<file path="src/rtl/piu_pkg.sv">
// Shared types and constants for the palette index unpacker.
// No dependencies; RTL files use this package by scoped names, the testbench imports it.
`default_nettype none

package piu_pkg;

  localparam int PALETTE_DEPTH_DEF = 256;
  localparam int LANES_DEF         = 8;
  localparam int MAX_LANES         = 8;

  localparam int WORD_W      = 32;
  localparam int HALF_W      = 16;
  localparam int INDEX_W     = 8;
  localparam int GROUP_W     = 40;
  localparam int COUNT_W     = 4;
  localparam int IBITS_W     = 4;
  localparam int CFG_INDEX_W = 2;
  localparam int CFG_DATA_W  = 32;

  // group layout per mode: one above the top bit of the first index
  localparam int TOP5 = 40;
  localparam int TOP6 = 24;
  localparam int TOP8 = 32;
  localparam int NARROW_COUNT = 4;

  localparam logic [IBITS_W-1:0] IBITS_RESET = 4'd8;
  localparam logic [IBITS_W-1:0] IBITS_FIVE  = 4'd5;
  localparam logic [IBITS_W-1:0] IBITS_SIX   = 4'd6;

  typedef enum logic [CFG_INDEX_W-1:0] {
    REG_INDEX_BITS = 2'd0,
    REG_ELEM_FP32  = 2'd1
  } cfg_reg_t;

  typedef enum logic [2:0] {
    MODE_IDX5 = 3'b001,
    MODE_IDX6 = 3'b010,
    MODE_IDX8 = 3'b100
  } idx_mode_t;

  typedef struct packed {
    logic [INDEX_W-1:0] idx;
    logic               active;
  } lane_sel_t;

  typedef struct packed {
    logic wr_en;
    logic rd_en;
  } mem_ctrl_t;

  // anything but 5 or 6 falls back to byte indices
  function automatic idx_mode_t decode_mode(logic [IBITS_W-1:0] ib);
    idx_mode_t m;
    case (ib)
      IBITS_FIVE: m = MODE_IDX5;
      IBITS_SIX:  m = MODE_IDX6;
      default:    m = MODE_IDX8;
    endcase
    return m;
  endfunction

endpackage

`default_nettype wire

</file>
<file path="src/rtl/piu_unpack.sv">
// Splits a packed group into per-lane palette indices and the value count.
// Depends on piu_pkg.
`default_nettype none

module piu_unpack #(
  parameter int LANES = piu_pkg::LANES_DEF
) (
  input  wire logic [piu_pkg::GROUP_W-1:0] group,
  input  wire logic [piu_pkg::IBITS_W-1:0] index_bits,
  output piu_pkg::lane_sel_t               sel [LANES],
  output logic [piu_pkg::COUNT_W-1:0]      count
);

  piu_pkg::idx_mode_t mode;

  assign mode  = piu_pkg::decode_mode(index_bits);
  assign count = (mode == piu_pkg::MODE_IDX5) ? piu_pkg::COUNT_W'(LANES)
                                               : piu_pkg::COUNT_W'(piu_pkg::NARROW_COUNT);

  for (genvar i = 0; i < LANES; i++) begin : g_lane
    localparam int B5 = piu_pkg::TOP5 - 1 - 5 * i;
    if (i < piu_pkg::NARROW_COUNT) begin : g_wide
      localparam int B6 = piu_pkg::TOP6 - 1 - 6 * i;
      localparam int B8 = piu_pkg::TOP8 - 1 - 8 * i;
      always_comb begin
        sel[i].idx    = '0;
        sel[i].active = 1'b1;
        case (mode)
          piu_pkg::MODE_IDX5: sel[i].idx = piu_pkg::INDEX_W'(group[B5 -: 5]);
          piu_pkg::MODE_IDX6: sel[i].idx = piu_pkg::INDEX_W'(group[B6 -: 6]);
          piu_pkg::MODE_IDX8: sel[i].idx = group[B8 -: 8];
          default:            sel[i].active = 1'b0;
        endcase
      end
    end else begin : g_narrow
      // upper lanes only carry indices in 5-bit mode
      always_comb begin
        sel[i].idx    = piu_pkg::INDEX_W'(group[B5 -: 5]);
        sel[i].active = (mode == piu_pkg::MODE_IDX5);
      end
    end
  end

endmodule

`default_nettype wire

</file>
<file path="config.mk">
export PLATFORM = sky130hd
export DESIGN_NAME = piu_unpack
export DESIGN_NICKNAME = d
export VERILOG_FILES = /design/src/rtl/piu_pkg.sv /design/src/rtl/piu_unpack.sv
export SDC_FILE = /design/constraint.sdc
export NUM_CORES = 1
export LEC_CHECK = 0
export ABC_AREA = 1
export ABC_CLOCK_PERIOD_IN_PS = 1300
export BUFFER_PORTS_ARGS = -buffer_cell sky130_fd_sc_hd__buf_2
export CELL_PAD_IN_SITES_DETAIL_PLACEMENT = 1
export CELL_PAD_IN_SITES_GLOBAL_PLACEMENT = 1
export CORE_ASPECT_RATIO = 1.75
export CORE_MARGIN = 3
export CORE_UTILIZATION = 20
export DETAILED_ROUTE_END_ITERATION = 8
export PLACE_DENSITY_LB_ADDON = 0.1
export SLEW_MARGIN = 20
export SYNTH_ARGS = -nofsm -noshare
export SYNTH_HDL_FRONTEND = slang
export SYNTH_SLANG_ARGS = --single-unit
</file>
<file path="constraint.sdc">
create_clock -name vclk -period 1.3
set_clock_uncertainty 0.2 [all_clocks]
set_input_delay 0.13 -clock vclk [all_inputs]
set_output_delay 0.13 -clock vclk [all_outputs]
set_load 0.02 [all_outputs]
</file>
==> run summary <==
worst min path class: primary input to primary output
worst vdd ir: 0.178 mV
Nets: 326
vias in the first global route: 1295
FFs & Latches: 0
post-layout min period: 1410 ps
Crit. End Element: primary output
synth warn: 0
placed cell areas: 0.00141 mm²
Die Area: 0.00594 mm²
dpl cells: 324
post-route ant nets: 0
P per Cell Area: 387 mW/mm²
die width: 59.5 µm
final number of max-transition violations: 0
global-route wire length before repair: 6130 µm
initial antenna violation count: 0
RSZ-0062 raised after global routing: yes
maximum capacitance violations: 0
final hold vios: 0
die height: 99.7 µm
gr usage total: 12.7%
via count: 1415
Post-Synthesis Cells: 190
clkbuf count: 0
total wire length: 4460 µm
Register Area: 0 µm²
Starting Density: 21.1%
WP buf/inv: 5
io pins: 120
Via density: 4.26
Syn Area/Cell: 5.28 µm²
most frequent cell on the critical path: buf_6
Leak: 1.17 nW
share of cells above drive strength 1: 68.6%
Multi-input gate area: 870 µm²
synth unique cells: 14
DRT iter0 DRCs: 15
Initial DRT Pass Iterations: 3
DRC errors left: 0
status: complete, but fails checks
Crit Path Max Fanout: 7
Design Area, Final: 0.00207 mm²
post-synthesis sequential area ratio: 0%
# port buffers: 102
# fillers: 637
GR Overflow Total: 0
# rows: 33
worst path required time: 970 ps
post-DP HPWL: 3430 µm
Non-Filler Instances: 332
CP arrival: 1080 ps
GPL Wtd Cong: 0.738
Crit Path Category: primary input to primary output
CP top delay family: buffers and inverters
FMAX: 711 MHz
cells along the critical path: buf_6, inv_4, nor2_4, buf_12, nand2_8, clkbuf_16, nand3_2, nand2_1, buf_6
CP peak stage delay: 180 ps
final worst path period share: 108%
final setup slack of the worst path: -106 ps
largest net degree at the start of global routing: 19
Core Box Area: 0.00475 mm²
Routed WL per cell: 13.4 µm
Slowest cell on crit path: buf_12
Critical Path Source Type: primary input
failing checks: negative setup slack
Mapped Area: 0.00100 mm²
number of setup violations in the final report: 32
Ant. Diodes: 0
area grow syn2layout: 106%
cell usage in the layout (no fill, tap or decap):
cell type   synthesis  final
clkinvlp_4          0      1
nand3_4             0      4
conb_1              2     18
nand2_2             1     15
o21ai_0             3      2
inv_2               2      3
buf_12              0      6
buf_8               0      2
o21ai_1             2      2
buf_4              43      5
nand2_4             2      2
nor2_4              3      3
inv_1              27     23
clkbuf_16           0      3
buf_2               5     79
o21ai_2             0      1
nand3_1            49      9
buf_16              0      2
nand2_8             0      1
inv_4               0      2
nand3_2             0     36
nor2_1              9      9
buf_6               2     27
nand2_1            40     25
layer usage:
layer	vias up	global-route usage, %	part of all wire, %
met5	-	0	0
met4	0	0	0
met3	0	0.909	7.2
met2	56	25.4	58
met1	648	14.8	35
li1	711	-	-
stage by stage:
step	util (%)	setup slack (ps)	setup TNS, ps	hold slack (ps)	total power, mW
after global routing	43.6	-185	-3810	301	0.858
final	43.6	-106	-1980	293	0.801
after global placement	29.7	-120	-2820	293	0.590
after CTS	37.1	-85.2	-1510	295	0.721
after floorplan	-	13.7	0	173	0.429
after detailed placement	29.7	-137	-3170	296	0.590
logic make-up after synthesis:
group,Yosys count,share of synthesized area (%)
compound gates,5,2.49
other cells,2,0.748
buf+inv,79,47.8
simple gates,104,49.0
area by class of cell:
class,count,share of cell area [%]
timing repair buffer,124,49.2
multi-input combinational,127,42.0
inverter,29,5.68
tap,52,3.14
synthesized netlist by cell type, drive strengths merged:
cell type  instances  area (µm²)
nand3             49         245
nand2             43         179
inv               29         109
buf               50         370
conb               2        7.51
nor2              12        67.6
o21ai              5        25.0
path summary, 6_finish.rpt:
path | startpoint | to | depth (start not counted)
worst max-delay path | index_bits[2] | sel[47] | 9
worst min-delay path | group[5] | sel[10] | 2
power by group:
part	internal, mW	switching [mW]	leakage (nW)
Clock	0	0	0
Combinational	0.343	0.458	1.17
Sequential	0	0	0
Total	0.343	0.458	1.17
timing repair:
| item | CTS | global route |
|---|---|---|
| pin swaps | 11 | 32 |
| hold endpoints to repair | 0 | 0 |
| hold buffers | 0 | 0 |
| setup endpoints to repair | 37 | 37 |
| setup buffers | 2 | 0 |
| cloned | 2 | 4 |
| resized for setup | 72 | 55 |
(Power assumes the default switching activity.)
