### config.mk
export PLATFORM = sky130hd
export DESIGN_NAME = piu_merge
export DESIGN_NICKNAME = d
export VERILOG_FILES = /design/src/rtl/piu_pkg.sv /design/src/rtl/piu_merge.sv
export SDC_FILE = /design/constraint.sdc
export NUM_CORES = 1
export LEC_CHECK = 0
export BUFFER_PORTS_ARGS = -buffer_cell sky130_fd_sc_hd__buf_2
export CORE_AREA = 5 5 201 203
export CTS_BUF_LIST = sky130_fd_sc_hd__clkbuf_4
export DETAILED_ROUTE_END_ITERATION = 10
export DIE_AREA = 0 0 206 208
export PLACE_DENSITY = 0.44
export REMOVE_ABC_BUFFERS = 1
export SLEW_MARGIN = 20
export SYNTH_ARGS = -nofsm -noshare
export SYNTH_HDL_FRONTEND = slang
export SYNTH_SLANG_ARGS = --single-unit
### constraint.sdc
create_clock -name clk -period 6.3 [get_ports clk]
set_input_delay 1.89 -clock clk [delete_from_list [all_inputs] [get_ports clk]]
set_output_delay 1.89 -clock clk [all_outputs]
set_load 0.02 [all_outputs]
### src/rtl/piu_pkg.sv
// Shared types and constants for the palette index unpacker.
// No dependencies; RTL files use this package by scoped names, the testbench imports it.
`default_nettype none

package piu_pkg;

  localparam int PALETTE_DEPTH_DEF = 256;
  localparam int LANES_DEF         = 8;
  localparam int MAX_LANES         = 8;

  localparam int WORD_W      = 32;
  localparam int HALF_W      = 16;
  localparam int INDEX_W     = 8;
  localparam int GROUP_W     = 40;
  localparam int COUNT_W     = 4;
  localparam int IBITS_W     = 4;
  localparam int CFG_INDEX_W = 2;
  localparam int CFG_DATA_W  = 32;

  // group layout per mode: one above the top bit of the first index
  localparam int TOP5 = 40;
  localparam int TOP6 = 24;
  localparam int TOP8 = 32;
  localparam int NARROW_COUNT = 4;

  localparam logic [IBITS_W-1:0] IBITS_RESET = 4'd8;
  localparam logic [IBITS_W-1:0] IBITS_FIVE  = 4'd5;
  localparam logic [IBITS_W-1:0] IBITS_SIX   = 4'd6;

  typedef enum logic [CFG_INDEX_W-1:0] {
    REG_INDEX_BITS = 2'd0,
    REG_ELEM_FP32  = 2'd1
  } cfg_reg_t;

  typedef enum logic [2:0] {
    MODE_IDX5 = 3'b001,
    MODE_IDX6 = 3'b010,
    MODE_IDX8 = 3'b100
  } idx_mode_t;

  typedef struct packed {
    logic [INDEX_W-1:0] idx;
    logic               active;
  } lane_sel_t;

  typedef struct packed {
    logic wr_en;
    logic rd_en;
  } mem_ctrl_t;

  // anything but 5 or 6 falls back to byte indices
  function automatic idx_mode_t decode_mode(logic [IBITS_W-1:0] ib);
    idx_mode_t m;
    case (ib)
      IBITS_FIVE: m = MODE_IDX5;
      IBITS_SIX:  m = MODE_IDX6;
      default:    m = MODE_IDX8;
    endcase
    return m;
  endfunction

endpackage

`default_nettype wire

### src/rtl/piu_merge.sv
// Output stage: gathers the lane words and count into one registered result word.
// Depends on piu_pkg.
`default_nettype none

module piu_merge #(
  parameter int LANES = piu_pkg::LANES_DEF
) (
  input  wire logic                         clk,
  input  wire logic                         rst,
  input  wire logic                         in_valid,
  output logic                              in_ready,
  input  wire logic [piu_pkg::COUNT_W-1:0]  in_count,
  input  wire logic [piu_pkg::WORD_W-1:0]   lane_word [LANES],
  output logic                              out_valid,
  input  wire logic                         out_ready,
  output logic [piu_pkg::WORD_W-1:0]        values [piu_pkg::MAX_LANES],
  output logic [piu_pkg::COUNT_W-1:0]       out_count
);

  logic load;

  assign in_ready = !out_valid || out_ready;
  assign load     = in_valid && in_ready;

  always_ff @(posedge clk) begin
    if (rst) begin
      out_valid <= 1'b0;
    end else if (in_ready) begin
      out_valid <= in_valid;
    end
  end

  always_ff @(posedge clk) begin
    if (load) begin
      out_count <= in_count;
    end
  end

  for (genvar i = 0; i < piu_pkg::MAX_LANES; i++) begin : g_val
    if (i < LANES) begin : g_used
      always_ff @(posedge clk) begin
        if (load) begin
          values[i] <= lane_word[i];
        end
      end
    end else begin : g_unused
      assign values[i] = '0;
    end
  end

endmodule

`default_nettype wire

==> flow_summary.yaml, run 1 <==
synth:
  synth_top_family_by_area: "simple AND/OR/NAND/NOR gates"
  yosysWarnings: 0
  postSynthCellCount: 265
  yosysSeqAreaShare: 0.996
  synthTopCellsByArea: "edfxtp_1 (99%), dfxtp_1 (0.25%), nand2b_4 (0.18%), a21oi_2 (0.11%), and2_4 (0.11%)"
  synth.ff_latch_count: 261
  synthSimpleGateAreaFrac: 0.00286
  muxShareOfSynthArea: 0
  syn_area_mm2: 0.00786
  synth_xor_area_frac: 0
  synth_cell_types: 6
  synth_top_area_cell: "edfxtp_1"
  yosys.area_share.adder: 0
  synth_compound_area_frac: 0.00111
  syn_avg_cell_area_um2: 29.7
  yosys.area.top_type_share: 0.993
global_route:
  grt_pass1_wl_um: 32900
  grt_overflow: 0
  grt_pass1_vias: 5430
  track_usage: 0.104
  grt_max_degree: 83
  antenna_found_initial: 4
sta:
  final.period_utilization: 0.662
  finClkSkew_ps: 21.1
  max_clock_freq_ghz: 0.240
  finalSetupViolCount: 0
  whs_ps: 502
  rsz0062_at_grt: "false"
  drv_slew: 0
  worstMarginPinSlew_ps: 1010
  setup_tns_ps: 0
  slew_headroom: 0.325
  min_period_ps: 4170
  hold_viol_final: 0
floorplanning:
  rows: 72
  die-area_mm2: 0.0428
  ioPinCount: 526
  die_h_um: 208
  die_x_um: 206
  coreArea_mm2: 0.0383
  start_util: 0.205
clock_tree:
  cts.path.max_buffers: 3
  cts-buffers-inserted: 71
  clock_sinks: 261
  htree_levels: 3
  clk_latency_ps: 670
  cts-root-buf: "clkbuf_4"
  cts.clk_slew.worst_paths_ps: 60
  cts_resized: 0
  cts_tree: "built"
  cts_setup_buffers: 0
  postCtsHoldBufs: 0
layout:
  final_nets: 1132
  layout-drive-gt1-share: 0.704
  final_core_util: 0.314
  fin_area_mm2: 0.0120
  syn_to_final_growth_pct: 53.1
  final_common_cell: "buf_2"
  fill_cells: 3857
  final_cell_mix: "buf_2 (525), edfxtp_1 (260), clkbuf_4 (99), clkinv_1 (7)"
drt:
  drt_first_pass_iters: 4
  drt_iter0_drc: 160
  wl_um: 23700
  wire_per_inst_um: 16.6
  drtAntennaViolNets: 0
  dr_total_vias: 5070
  vias_per_cell: 3.55
  drc: 0
min_path:
  hold-path-endpoint: "out_valid$_SDFFE_PP0P_"
  holdPathStages: 2
  hold_path_class: "register to register"
  min_from: "out_valid$_SDFFE_PP0P_"
setup_path:
  r2r_start: "out_valid$_SDFFE_PP0P_"
  r2r_slack_ps: 4140
  crit_fanout: 3
  reg2reg_depth: 3
  start_kind: "input port"
  worst_setup_path_end_kind: "output port"
  critPathRequiredTime_ps: 4410
  crit_type: "input port to output port"
  critPathArrivalTime_ps: 2280
  rr_endpoint: "values[42]$_DFFE_PP_"
power:
  powerDensity_mw_per_mm2: 318
  p_leak_nw: 5.15
  vdd_drop_max_mv: 0.153
  totalPowerFinal_mw: 3.82
place:
  placed_area_mm2: 0.0112
  hpwlAfterDp_um: 18200
  portBuffers: 525
  gp_congestion: 0.767
status:
  run_status: "complete, no violations"
job:
  maxCapViolations: 0
==> where the power goes <==
group	total (mW)	switching [mW]	internal (mW)
clock	1.41	0.649	0.757
combinational	0.362	0.237	0.125
sequential	2.05	0.0217	2.03
total	3.82	0.907	2.92
==> cells by family (layout without fill, tap and decap cells) <==
group                  Yosys count  after routing
AOI/OAI and AO/OA                1              1
buffers and inverters            1            644
DFF                            261            261
other                            0              3
and+or+nand+nor                  2              2
==> flip-flops by register name, indices dropped and copies added (netlist names) <==
register / cells
values: 256
out_count: 4
out_valid: 1
==> area by class of cell <==
| class | count | area, um2 | share of cell area |
|---|---|---|---|
| antenna | 3 | 7.51 | 0.000624 |
| clock buffer | 99 | 743 | 0.0618 |
| clock inverter | 14 | 82.6 | 0.00686 |
| inverter | 1 | 3.75 | 0.000312 |
| multi-input combinational | 3 | 31.3 | 0.00260 |
| sequential | 261 | 7830 | 0.650 |
| tap | 518 | 648 | 0.0539 |
| timing repair buffer | 530 | 2690 | 0.224 |
==> cells in the mapped netlist <==
| cell type | count |
|---|---|
| inv_1 | 1 |
| edfxtp_1 | 260 |
| and2_4 | 1 |
| nand2b_4 | 1 |
| a21oi_2 | 1 |
| dfxtp_1 | 1 |
==> critical path, stage by stage <==
cell and delay, ps:
buf_2 100, nand2b_4 140, buf_2 160
==> per-stage QoR <==
stage                     worst slack [ps]  cells
after global placement                2130   1313
final                                 2130   1429
after floorplan                       1960    265
after CTS                             2130   1426
after detailed placement              2130   1313
after global routing                  2120   1429
==> worst max-delay path by stage <==
| stage | start | to |
|---|---|---|
| after floorplan | out_ready | out_count[0]$_DFFE_PP_ |
| after global placement | out_ready | in_ready |
| after detailed placement | out_ready | in_ready |
| after CTS | out_ready | in_ready |
| after global routing | out_ready | in_ready |
| final | out_ready | in_ready |
==> layer usage <==
| layer | part of all wire | GRT usage |
|---|---|---|
| met4 | 0.024 | 0.0452 |
| met1 | 0.34 | 0.0993 |
| met2 | 0.51 | 0.178 |
| met5 | 0.00055 | 0 |
| met3 | 0.13 | 0.0640 |
Power figures use the tool's default switching activity.
==> inputs of run 2 (changes only) <==
==> constraint.sdc (replaced) <==
create_clock -name clk -period 4 [get_ports clk]
set_input_delay 1.2 -clock clk [delete_from_list [all_inputs] [get_ports clk]]
set_output_delay 1.2 -clock clk [all_outputs]
set_load 0.02 [all_outputs]
==> run 2 against run 1 <==
Against the previous run: sequential power increased by 58%; wire length is 3.9% higher; final cell count grew 1.5%; non-clock buffer count grew 9; clock-buffer cell count rose by 7; largest cell class unchanged; final area is 1.4% higher; via count is 2.5% higher; sequential cell count unchanged; combinational power up 62%; clock power is 67% higher; setup slack lost 920 ps.
==> flow_summary.yaml, run 2 (synthesis gave the netlist of run 1 again) <==
status:
  run_status: "complete, no violations"
global_route:
  grt_overflow: 0
  grt_pass1_wl_um: 34300
  grt_max_degree: 44
  antenna_found_initial: 4
  track_usage: 0.108
  grt_pass1_vias: 5615
layout:
  largest_register: "values"
  syn_to_final_growth_pct: 55.3
  reg_top3: "values: 256 flops, out_count: 4 flops, out_valid: 1 flops"
  seqCellArea_mm2: 0.00783
  largest_register_ffs: 256
  multi_input_area_um2: 31.3
  final_core_util: 0.319
  layout-drive-gt1-share: 0.709
  final_common_cell: "buf_2"
  fill_cells: 3859
  final_nets: 1144
  final_cell_mix: "buf_2 (525), edfxtp_1 (260), clkbuf_4 (106), buf_4 (10), clkinv_1 (9)"
setup_path:
  worstPathCellList: "buf_2, nand2b_4, buf_2"
  worst_setup_path_end_kind: "output port"
  crit_type: "input port to output port"
  critPathRequiredTime_ps: 2800
  path_delay_family: "buffers and inverters"
  start_kind: "input port"
  critPathBufInv: 2
  cpPeakStageDelay_ps: 160
  cp_common_cell: "buf_2"
  crit_fanout: 3
  critPathArrivalTime_ps: 1590
  worst_path_max_delay_cell: "buf_2"
clock_tree:
  cts_resized: 0
  cts-buffers-inserted: 74
  clk_latency_ps: 680
  cts_setup_buffers: 0
  cts_tree: "built"
  clock_sinks: 261
  cts.path.max_buffers: 3
  postCtsHoldBufs: 0
  cts.clk_slew.worst_paths_ps: 70
  cts-root-buf: "clkbuf_4"
  htree_levels: 3
drt:
  drc: 0
  dr_total_vias: 5199
  wire_per_inst_um: 17.0
  drt_iter0_drc: 143
  vias_per_cell: 3.59
  wl_um: 24600
  drtAntennaViolNets: 0
  drt_first_pass_iters: 4
sta:
  slew_headroom: 0.510
  worstMarginPinSlew_ps: 735
  rsz0062_at_grt: "false"
  finClkSkew_ps: 35.2
  min_period_ps: 2790
  max_clock_freq_ghz: 0.359
  finalSetupViolCount: 0
  final.period_utilization: 0.697
  whs_ps: 499
  setup_tns_ps: 0
  drv_slew: 0
  hold_viol_final: 0
floorplanning:
  coreArea_mm2: 0.0383
  die-area_mm2: 0.0428
  die_h_um: 208
  ioPinCount: 526
  start_util: 0.205
  rows: 72
  die_x_um: 206
min_path:
  hold_path_class: "register to register"
place:
  gp_congestion: 0.763
  hpwlAfterDp_um: 19100
  portBuffers: 525
power:
  vdd_drop_max_mv: 0.281
  p_leak_nw: 5.25
  powerDensity_mw_per_mm2: 506
job:
  maxCapViolations: 0
## run 2: worst reg2reg max path: cells and delay by family, from the launching register on
kind	cells	cell delay, ps
buffers and inverters	1	420
DFF	1	330
and+or+nand+nor	2	700
## run 2: area by class of cell
cell class / count / share of cell area
antenna: 2 / 0.000410
clock buffer: 106 / 0.0652
clock inverter: 20 / 0.00923
inverter: 1 / 0.000308
multi-input combinational: 3 / 0.00256
sequential: 261 / 0.641
tap: 518 / 0.0531
timing repair buffer: 539 / 0.228
## run 2: metal layers
metal / vias up / global-route usage / share of wire
li1: 2366 / - / -
met1: 2452 / 0.110 / 0.34
met2: 324 / 0.183 / 0.51
met3: 53 / 0.0562 / 0.12
met4: 4 / 0.0532 / 0.027
met5: - / 0 / 0.0014
## run 2: power breakdown
part           internal, mW  total (mW)  switching [mW]
clock network          1.28        2.35            1.07
logic                 0.207       0.585           0.378
registers              3.20        3.24          0.0358
## run 2: through the flow
step                setup slack [ps]  total power [mW]  area (um2)  std cells
finish                          1210              6.17       12200       1450
floorplan                        354              3.56        7860        265
detailed placement              1180              3.89       11300       1322
global placement                1170              3.89       11300       1322
CTS                             1210              6.35       12200       1448
global route                    1190              6.55       12200       1450
## run 2: path summary, 6_finish.rpt
path	startpoint	end	slack [ps]	cells past startpoint
max	out_ready	in_ready	1210	3
min	out_valid$_SDFFE_PP0P_	out_valid$_SDFFE_PP0P_	500	2
min reg2reg	out_valid$_SDFFE_PP0P_	out_valid$_SDFFE_PP0P_	500	2
max reg2reg	out_valid$_SDFFE_PP0P_	values[36]$_DFFE_PP_	2200	3
